==> config.mk <==
export PLATFORM = sky130hd
export DESIGN_NAME = sbus_frame_decoder_core
export DESIGN_NICKNAME = d
export VERILOG_FILES = /design/src/rtl/core/sfd_pkg.sv /design/src/rtl/core/sbus_frame_decoder_core.sv
export SDC_FILE = /design/constraint.sdc
export NUM_CORES = 1
export LEC_CHECK = 0
export ABC_AREA = 1
export BUFFER_PORTS_ARGS = -buffer_cell sky130_fd_sc_hd__buf_4
export CAP_MARGIN = 25
export CELL_PAD_IN_SITES_DETAIL_PLACEMENT = 1
export CELL_PAD_IN_SITES_GLOBAL_PLACEMENT = 1
export CORE_UTILIZATION = 44
export CTS_BUF_LIST = sky130_fd_sc_hd__clkbuf_8
export CTS_CLUSTER_SIZE = 24
export DETAILED_ROUTE_END_ITERATION = 7
export HOLD_SLACK_MARGIN = 0.05
export PLACE_DENSITY = 0.74
export SLEW_MARGIN = 20
export SYNTH_ARGS = -nofsm -noshare
export SYNTH_HDL_FRONTEND = slang
export SYNTH_SLANG_ARGS = --single-unit
==> constraint.sdc <==
create_clock -name clock -period 2.5 [get_ports clock]
set_clock_uncertainty 0.05 [all_clocks]
set_input_delay 0.25 -clock clock [delete_from_list [all_inputs] [get_ports clock]]
set_output_delay 0.25 -clock clock [all_outputs]
set_load 0.05 [all_outputs]
==> src/rtl/core/sfd_pkg.sv <==
// Package for the serial radio-control frame decoder: frame constants,
// field widths and the result packing function. No dependencies.
`default_nettype none

package sfd_pkg;

   localparam int unsigned BYTE_W     = 8;
   localparam int unsigned CHAN_W     = 11;
   localparam int unsigned NUM_CHAN   = 5;
   localparam int unsigned RSP_DATA_W = 56;
   localparam int unsigned POS_W      = 5;

   localparam logic [POS_W-1:0]  FRAME_LAST   = POS_W'(24);
   localparam logic [POS_W-1:0]  FAILSAFE_POS = POS_W'(23);
   localparam int unsigned       CHAN_BYTES   = 7;

   localparam logic [BYTE_W-1:0] START_BYTE   = 8'h0F;
   localparam logic [BYTE_W-1:0] END_BYTE     = 8'h00;
   localparam int unsigned       FAILSAFE_BIT = 3;

   typedef logic [BYTE_W-1:0] byte_type;
   typedef logic [CHAN_W-1:0] chan_type;

   typedef struct packed {
      logic     signal_ok;
      chan_type chan_e;
      chan_type chan_d;
      chan_type chan_c;
      chan_type chan_b;
      chan_type chan_a;
   } rsp_type;

   // Unpack channels 0..4 from frame bytes 1..7 (element 0 is byte 1).
   function automatic rsp_type unpack_frame(input byte_type d [CHAN_BYTES],
                                            input logic failsafe);
      rsp_type r;
      r.chan_a    = {d[1][2:0], d[0]};
      r.chan_b    = {d[2][5:0], d[1][7:3]};
      r.chan_c    = {d[4][0], d[3], d[2][7:6]};
      r.chan_d    = {d[5][3:0], d[4][7:1]};
      r.chan_e    = {d[6][6:0], d[5][7:4]};
      r.signal_ok = ~failsafe;
      return r;
   endfunction

endpackage

`default_nettype wire

==> src/rtl/core/sbus_frame_decoder_core.sv <==
// Serial radio-control frame decoder: input beat register, frame tracker
// and result register. Depends on sfd_pkg.
//
// Takes one received byte per beat and gives one beat per good 25-byte
// frame (start byte 0x0F, end byte 0x00), carrying channels 0..4 and the
// inverse of the failsafe flag. Bytes before a start byte are dropped; a
// frame with a bad end byte yields nothing. One byte is accepted every
// clock cycle while the result side takes beats; an accepted end byte waits in
// the input register, and its result is set by the result register that
// the frame tracker loads from the input register.
`default_nettype none

module sbus_frame_decoder_core (
   input  wire logic        clock,
   input  wire logic        reset,
   input  wire logic        req_tvalid,
   output logic             req_tready,
   input  wire logic [7:0]  req_tdata,   // [7:0] rx_byte
   output logic             rsp_tvalid,
   input  wire logic        rsp_tready,
   output logic [55:0]      rsp_tdata    // [10:0] chan_a, [21:11] chan_b,
                                         // [32:22] chan_c, [43:33] chan_d,
                                         // [54:44] chan_e, [55] signal_ok
);

   logic                     in_valid_ff, in_valid_in;
   sfd_pkg::byte_type        in_byte_ff;
   logic [sfd_pkg::POS_W-1:0] pos_ff, pos_in;
   sfd_pkg::byte_type        chan_byte_ff [sfd_pkg::CHAN_BYTES];
   logic                     failsafe_ff;
   logic                     rsp_valid_ff, rsp_valid_in;
   sfd_pkg::rsp_type         rsp_data_ff;

   logic                     consume;
   logic                     drop_idle;
   logic                     at_end;
   logic                     emit;

   assign consume    = in_valid_ff && (!rsp_valid_ff || rsp_tready);
   assign req_tready = !in_valid_ff || consume;
   assign drop_idle  = (pos_ff == '0) && (in_byte_ff != sfd_pkg::START_BYTE);
   assign at_end     = (pos_ff >= sfd_pkg::FRAME_LAST);
   assign emit       = consume && !drop_idle && at_end
                       && (in_byte_ff == sfd_pkg::END_BYTE);

   always_comb begin
      in_valid_in = in_valid_ff;
      if (req_tvalid && req_tready) begin
         in_valid_in = 1'b1;
      end else if (consume) begin
         in_valid_in = 1'b0;
      end
   end

   always_comb begin
      pos_in = pos_ff;
      if (consume && !drop_idle) begin
         if (at_end) begin
            pos_in = '0;
         end else begin
            pos_in = pos_ff + 1'b1;
         end
      end
   end

   always_comb begin
      rsp_valid_in = rsp_valid_ff;
      if (emit) begin
         rsp_valid_in = 1'b1;
      end else if (rsp_tready) begin
         rsp_valid_in = 1'b0;
      end
   end

   always_ff @(posedge clock) begin
      if (reset) begin
         in_valid_ff  <= 1'b0;
         pos_ff       <= '0;
         rsp_valid_ff <= 1'b0;
      end else begin
         in_valid_ff  <= in_valid_in;
         pos_ff       <= pos_in;
         rsp_valid_ff <= rsp_valid_in;
      end
   end

   always_ff @(posedge clock) begin
      if (req_tvalid && req_tready) begin
         in_byte_ff <= req_tdata;
      end
      if (consume && !drop_idle && !at_end) begin
         for (int i = 0; i < sfd_pkg::CHAN_BYTES; i++) begin
            if (pos_ff == sfd_pkg::POS_W'(i + 1)) begin
               chan_byte_ff[i] <= in_byte_ff;
            end
         end
         if (pos_ff == sfd_pkg::FAILSAFE_POS) begin
            failsafe_ff <= in_byte_ff[sfd_pkg::FAILSAFE_BIT];
         end
      end
      if (emit) begin
         rsp_data_ff <= sfd_pkg::unpack_frame(chan_byte_ff, failsafe_ff);
      end
   end

   assign rsp_tvalid = rsp_valid_ff;
   assign rsp_tdata  = rsp_data_ff;

   a_pos_range : assert property (@(posedge clock) disable iff (reset)
      pos_ff <= sfd_pkg::FRAME_LAST)
      else $error("byte position beyond frame length");

   a_rsp_cause : assert property (@(posedge clock) disable iff (reset)
      $rose(rsp_valid_ff) |-> $past(emit))
      else $error("result raised without a completed good frame");

   a_idle_drop : assert property (@(posedge clock) disable iff (reset)
      consume && drop_idle |=> pos_ff == '0)
      else $error("idle byte advanced the frame position");

   a_in_hold : assert property (@(posedge clock) disable iff (reset)
      in_valid_ff && !consume |=> in_valid_ff && $stable(in_byte_ff))
      else $error("held input byte lost or changed");

   a_end_wrap : assert property (@(posedge clock) disable iff (reset)
      consume && !drop_idle && at_end |=> pos_ff == '0)
      else $error("frame position not restarted after end byte");

endmodule

`default_nettype wire

==> impl_metrics.tcl, run 1 <==
set metrics [dict create \
    relSlewSlack_pct 65.3 \
    insertion_delay_ns 0.42 \
    outcome "complete, no violations" \
    fin_crit_sh_pct 88.8 \
    r2r_start "in_byte_ff[1]" \
    pin_count 70 \
    p_leak_nw 2.00 \
    hold_viol 0 \
    dp_worst_setup_slack_ns 0.261 \
    wirelength_um 8380 \
    min_path_type "in2reg" \
    hold_start "req_tvalid" \
    layout_commonest_cell "edfxtp_1" \
    clock_sinks 127 \
    yosys_warnings 0 \
    dieArea_um2 10000 \
    startpoint_type "register" \
    timing.setup.critical_path_class "reg2reg" \
    setup_viol 0 \
    drive_above_1_share_pct 37.6 \
    powerDensity_nw_per_um2 803 \
    antenna_found_initial 0 \
    hold_depth 3 \
    cts.clk_slew.worst_paths_ns 0.07 \
    final_area_um2 5540 \
    fin_tns_setup_ns 0 \
    worstHoldEndpoint "in_valid_ff" \
    nets 338 \
    cp_cell_sequence "nand2_1, nor2_1, nand2_1, nand2_4, nand4_1, clkinvlp_4, buf_12" \
    ctsResizeCount 0 \
    cts_tree "yes" \
    syn_inst 217 \
    min_period_ns 2.22 \
    crit_path_frequent_cell "nand2_1" \
    cts-buffers-inserted 17 \
    place_area_um2 4990 \
    grt_pass1_wl_um 12600 \
    synth_nets 233 \
    arrival_ns 2.29 \
    reg2reg_depth 7 \
    wl_per_cell_um 18.1 \
    die_w_um 100 \
    track_usage_pct 18.3 \
    die_y_um 100 \
    drc 0 \
    syn_area_um2 4230 \
    drt_pass1_iterations 4 \
    core_area_um2 9280 \
    rr_endpoint "rsp_tdata[2]" \
    grt.overflow.total 0 \
    vias 2189 \
    rsz0062_at_grt "no" \
    grt_max_degree 37 \
    dp.cells 423 \
    dp.final_hpwl_um 5660 \
    finalPower_mw 4.45 \
    fin_ws_ns 0.280 \
    place_congestion 0.801 \
    syn_avg_cell_area_um2 19.5 \
    grt_pass1_vias 2293 \
    fin_cells 464 \
    start_util_pct 45.6 \
    report.final.slew_viol_count 0 \
    worstPathRequired_ns 2.57 \
    rows 35 \
    diodes 0 \
    cts_buffer_depth 2 \
    drt-initial-drc-count 71 \
    worst_pin_slew_ns 0.520 \
    vias_per_cell 4.72 \
    synth_seq_cells 127 \
    slowest_delay_ns 0.68 \
    htree_levels 4 \
    crit_path_end_kind "register" \
    layout_common_cells "120 x edfxtp_1, 77 x buf_4, 22 x nand2_1" \
    cp_slowest_cell "edfxtp_1" \
    r2r_slack_ns 0.28 \
    ys_types 20 \
    ir_worst_vdd_v 0.000313 \
    fmax_ghz 0.450 \
    syn_to_final_growth_pct 31.0 \
    yosysSeqAreaShare_pct 88.5 \
    cap_violations 0 \
    portBuffers 69 \
    root_buffer "clkbuf_8" \
    fillers 870 \
    antenna_left 0 \
    path_max_fanout 36 \
]
-- cells in the mapped netlist --
library cell	count	share of area, %
edfxtp_1	120	85
nand2_1	22	2.0
nor2_1	17	1.5
inv_1	12	1.1
dfxtp_1	7	3.3
nand3_1	7	0.83
a21oi_1	6	0.71
nor2_2	5	0.74
ha_1	4	1.2
inv_2	3	0.27
nand2_4	3	0.80
nand4_1	3	0.44
a21boi_2	1	0.27
buf_4	1	0.18
inv_4	1	0.15
nand3_2	1	0.24
nand3_4	1	0.41
nor3_4	1	0.38
o21bai_1	1	0.18
xnor2_1	1	0.21
-- cell families (layout without fill, tap and decap cells) --
kind of cell               count (synthesis)  after routing  share of synthesized area [%]
and+or+nand+nor                           60             60                           7.31
adders and majority gates                  4              4                           1.18
xor gates and xnor gates                   1              1                          0.207
buffers and inverters                     17            135                           1.66
DFF                                      127            127                           88.5
AOI/OAI and AO/OA                          8              8                           1.15
-- state kept, by name, indices dropped and copies added (netlist names) --
register      cells
chan_byte_ff     55
failsafe_ff       1
in_byte_ff        8
in_valid_ff       1
pos_ff            5
rsp_tdata        56
rsp_tvalid        1
-- report_power, final --
group	internal, mW	total, mW	switching [mW]
Combinational	0.0305	0.0588	0.0283
Sequential	2.33	2.36	0.0285
Clock	1.20	2.04	0.833
Total	3.56	4.45	0.890
-- metrics by stage --
| stage | hold WS (ns) | utilization [%] |
|---|---|---|
| floorplan | 0.269 | - |
| global placement | 0.352 | 53.7 |
| detailed placement | 0.356 | 53.7 |
| CTS | 0.0502 | 59.7 |
| global route | 0.0832 | 59.7 |
| finish | 0.0722 | 59.7 |
-- area by class of cell --
cell class / instances / area [µm²] / share of cell area (%)
sequential: 127 / 3740 / 67.6
timing repair buffer: 87 / 688 / 12.4
multi-input combinational: 73 / 417 / 7.52
clock buffer: 17 / 234 / 4.22
clock inverter: 15 / 231 / 4.18
tap: 129 / 161 / 2.91
inverter: 16 / 66.3 / 1.20
-- critical path, delay by kind of cell (launching register included) --
kind / cells / cell delay (ns)
buffers and inverters: 2 / 0.57
DFF: 1 / 0.68
and+or+nand+nor: 5 / 0.61
-- worst max-delay path by stage --
stage                              from             to  slack, ns
after global placement    in_byte_ff[1]   rsp_tdata[3]       0.42
final                     in_byte_ff[1]   rsp_tdata[2]       0.28
after CTS                 in_byte_ff[1]   rsp_tdata[2]       0.25
after floorplan              rsp_tvalid   rsp_tdata[0]       0.19
after global routing      in_byte_ff[1]   rsp_tdata[2]       0.19
after detailed placement  in_byte_ff[1]  rsp_tdata[14]       0.26
-- repair_timing --
action	in CTS	in global routing
buffers inserted	0	0
hold buffers	9	0
hold endpoints to repair	14	0
-- per-layer routing --
| metal | part of all wire (%) | wire length (µm) | track usage (%) |
|---|---|---|---|
| met1 | 40 | 3330 | 19.9 |
| met4 | 2.7 | 229 | 9.59 |
| met5 | 0 | 0 | 0 |
| met2 | 53 | 4400 | 31.7 |
| met3 | 5.0 | 421 | 6.41 |
Power figures use the tool's default switching activity.
==> inputs of run 2 (changes only) <==
ABC_AREA = 0   (was 1)
CORE_UTILIZATION = 45   (was 44)
==> impl_metrics.tcl, run 2 <==
set metrics [dict create \
    outcome "finished, violations left" \
    violations "DRC" \
    min_period_ns 2.32 \
    ys_types 31 \
    async_flop_share_pct 0 \
    rows 34 \
    cap_violations 0 \
    cts-buffers-inserted 17 \
    insertion_delay_ns 0.42 \
    syn_avg_cell_area_um2 22.3 \
    hold_start "rsp_tready" \
    fin_crit_sh_pct 92.8 \
    grt_pass1_vias 2249 \
    syn_area_um2 4190 \
    final_area_um2 5460 \
    layout_commonest_cell "edfxtp_1" \
    report.final.slew_viol_count 0 \
    track_usage_pct 18.3 \
    slowest_delay_ns 0.59 \
    hold_viol 0 \
    yosysSeqAreaShare_pct 89.3 \
    synth-edff-count 120 \
    synth_nets 204 \
    vias_per_cell 4.97 \
    p_leak_nw 1.94 \
    die_y_um 98.5 \
    dieArea_um2 9710 \
    cts_buffer_depth 2 \
    rr_endpoint "chan_byte_ff[43]" \
    post_cts_buffers 0 \
    cp_slowest_cell "or4_4" \
    place_congestion 0.770 \
    cts_tree "yes" \
    drt-initial-drc-count 67 \
    path_max_fanout 8 \
    antenna_found_initial 0 \
    layout_common_cells "120 x edfxtp_1, 83 x buf_4, 17 x clkbuf_8" \
    powerDensity_nw_per_um2 764 \
    largest_reg_flops 56 \
    drc 5 \
    relSlewSlack_pct 51.3 \
    synthFlopType "edfxtp_1" \
    core_area_um2 8890 \
    rsz0062_at_grt "no" \
    grt_util_met3_pct 6.38 \
    drt_pass1_iterations 8 \
    grt_pass1_wl_um 12400 \
    pin_count 70 \
    startpoint_type "register" \
    wirelength_um 8020 \
    busiest_layer "met2" \
    r2r_start "in_byte_ff[7]" \
    diodes 0 \
    worstHoldEndpoint "rsp_tvalid" \
    syn_inst 188 \
    grt.overflow.total 0 \
    clock_sinks 127 \
    nets 313 \
    grt_util_met2_pct 31.2 \
    yosysTopAreaCellShare_pct 85.9 \
    die_w_um 98.5 \
    root_buffer "clkbuf_8" \
    min_path_type "in2reg" \
    cts.clk_slew.worst_paths_ns 0.07 \
    drive_above_1_share_pct 39.7 \
    antenna_left 0 \
    yosys.area.top_type "edfxtp_1" \
    place_area_um2 4960 \
    reg2reg_depth 4 \
    start_util_pct 47.2 \
    yosys_warnings 0 \
    cp_cell_sequence "or4_4, o21ai_4, nand2_4, nor4_4" \
    htree_levels 4 \
    yosys-top-cells-area "edfxtp_1 86%, dfxtp_1 3.3%, ha_1 1.2%" \
    final_util_pct 61.4 \
    synth_most_common_cell "edfxtp_1" \
    worst_pin_slew_ns 0.731 \
    yosys-top-cells-count "120 x edfxtp_1, 7 x dfxtp_1, 7 x inv_1" \
    crit_path_end_kind "register" \
    dp.final_hpwl_um 5320 \
    ir_worst_vdd_v 0.000338 \
    portBuffers 69 \
    grt_max_degree 57 \
    use_met1_pct 20.4 \
    setup_viol 0 \
    r2r_slack_ns 0.18 \
    arrival_ns 2.33 \
    worstPathRequired_ns 2.51 \
    wl_per_cell_um 19.2 \
    syn_to_final_growth_pct 30.3 \
    fmax_ghz 0.431 \
    synth_seq_cells 127 \
    timing.setup.critical_path_class "reg2reg" \
    hold_depth 3 \
    vias 2078 \
]
-- run 2: cell types whose count changed in the layout (fill, tap and decap cells not counted), moves of 4 or more --
cell,change
nand3_1,-6
nand2b_1,+4
nor2_2,-5
buf_4,+6
nor2_1,-12
nand2_1,-18
inv_1,-4
-- run 2: layout make-up --
class | count | area (µm²)
multi-input cells | 50 | 410
inverters | 7 | 26.3
flip-flops and latches | 127 | 3740
fillers | 798 | 3430
repair buffers | 94 | 743
clock inverters | 15 | 169
well taps | 108 | 135
clock buffers | 17 | 234
-- run 2: per-layer routing --
layer  part of all wire (%)  vias up
met2                     52       78
met5                      0        -
met4                    2.7        0
met1                     40     1020
met3                    4.8       22
li1                       -      958
-- run 2: logic make-up (layout without fill, tap and decap cells) --
| group | count (synthesis) | count (layout) | share of synthesized area (%) |
|---|---|---|---|
| AOI/OAI and AO/OA | 13 | 13 | 2.27 |
| adders and majority gates | 4 | 4 | 1.19 |
| buffers and inverters | 11 | 133 | 1.13 |
| DFF | 127 | 127 | 89.3 |
| and+or+nand+nor | 33 | 33 | 6.12 |
-- run 2: worst max-delay path by stage --
stage                  start          endpoint  slack, ns  cells past startpoint
3_3_place_gp   in_byte_ff[7]  chan_byte_ff[44]       0.31                      4
6_report       in_byte_ff[7]  chan_byte_ff[43]       0.18                      4
3_5_place_dp   in_byte_ff[4]  chan_byte_ff[47]       0.18                      4
5_1_grt        in_byte_ff[7]  chan_byte_ff[43]       0.09                      4
4_1_cts        in_byte_ff[4]  chan_byte_ff[43]       0.18                      4
2_1_floorplan  in_byte_ff[7]      rsp_tdata[0]      -0.93                      2
-- run 2: timing repair --
item	4_1_cts	5_1_grt
hold buffers	10	0
setup endpoints to repair	0	0
resized for setup	0	0
endpoints found under the hold margin	14	0
-- run 2: per-stage QoR --
| stage | cells | setup TNS [ns] | worst slack, ns | power (mW) | hold slack [ns] |
|---|---|---|---|---|---|
| 5_1_grt | 418 | 0 | 0.0857 | 4.29 | 0.129 |
| 4_1_cts | 418 | 0 | 0.176 | 4.21 | 0.110 |
| 3_3_place_gp | 376 | 0 | 0.306 | 2.44 | 0.352 |
| 3_5_place_dp | 376 | 0 | 0.183 | 2.45 | 0.356 |
| 6_report | 418 | 0 | 0.179 | 4.17 | 0.139 |
| 2_1_floorplan | 188 | -53.00 | -0.932 | 2.40 | 0.269 |
-- run 2: worst max-delay path: cells and delay by family, from the launching register on --
| family | cells | cell delay (ns) |
|---|---|---|
| AND/OR/NAND/NOR | 3 | 1.25 |
| flip-flops | 1 | 0.40 |
| AO/OA/AOI/OAI | 1 | 0.25 |
-- run 2: power breakdown --
group          switching [mW]  leakage (nW)  total, mW  internal, mW
Clock                   0.779         0.210       1.76         0.981
Sequential            0.00916          1.14       2.34          2.33
Combinational          0.0403         0.593     0.0756        0.0353
Total                   0.828          1.94       4.17          3.34
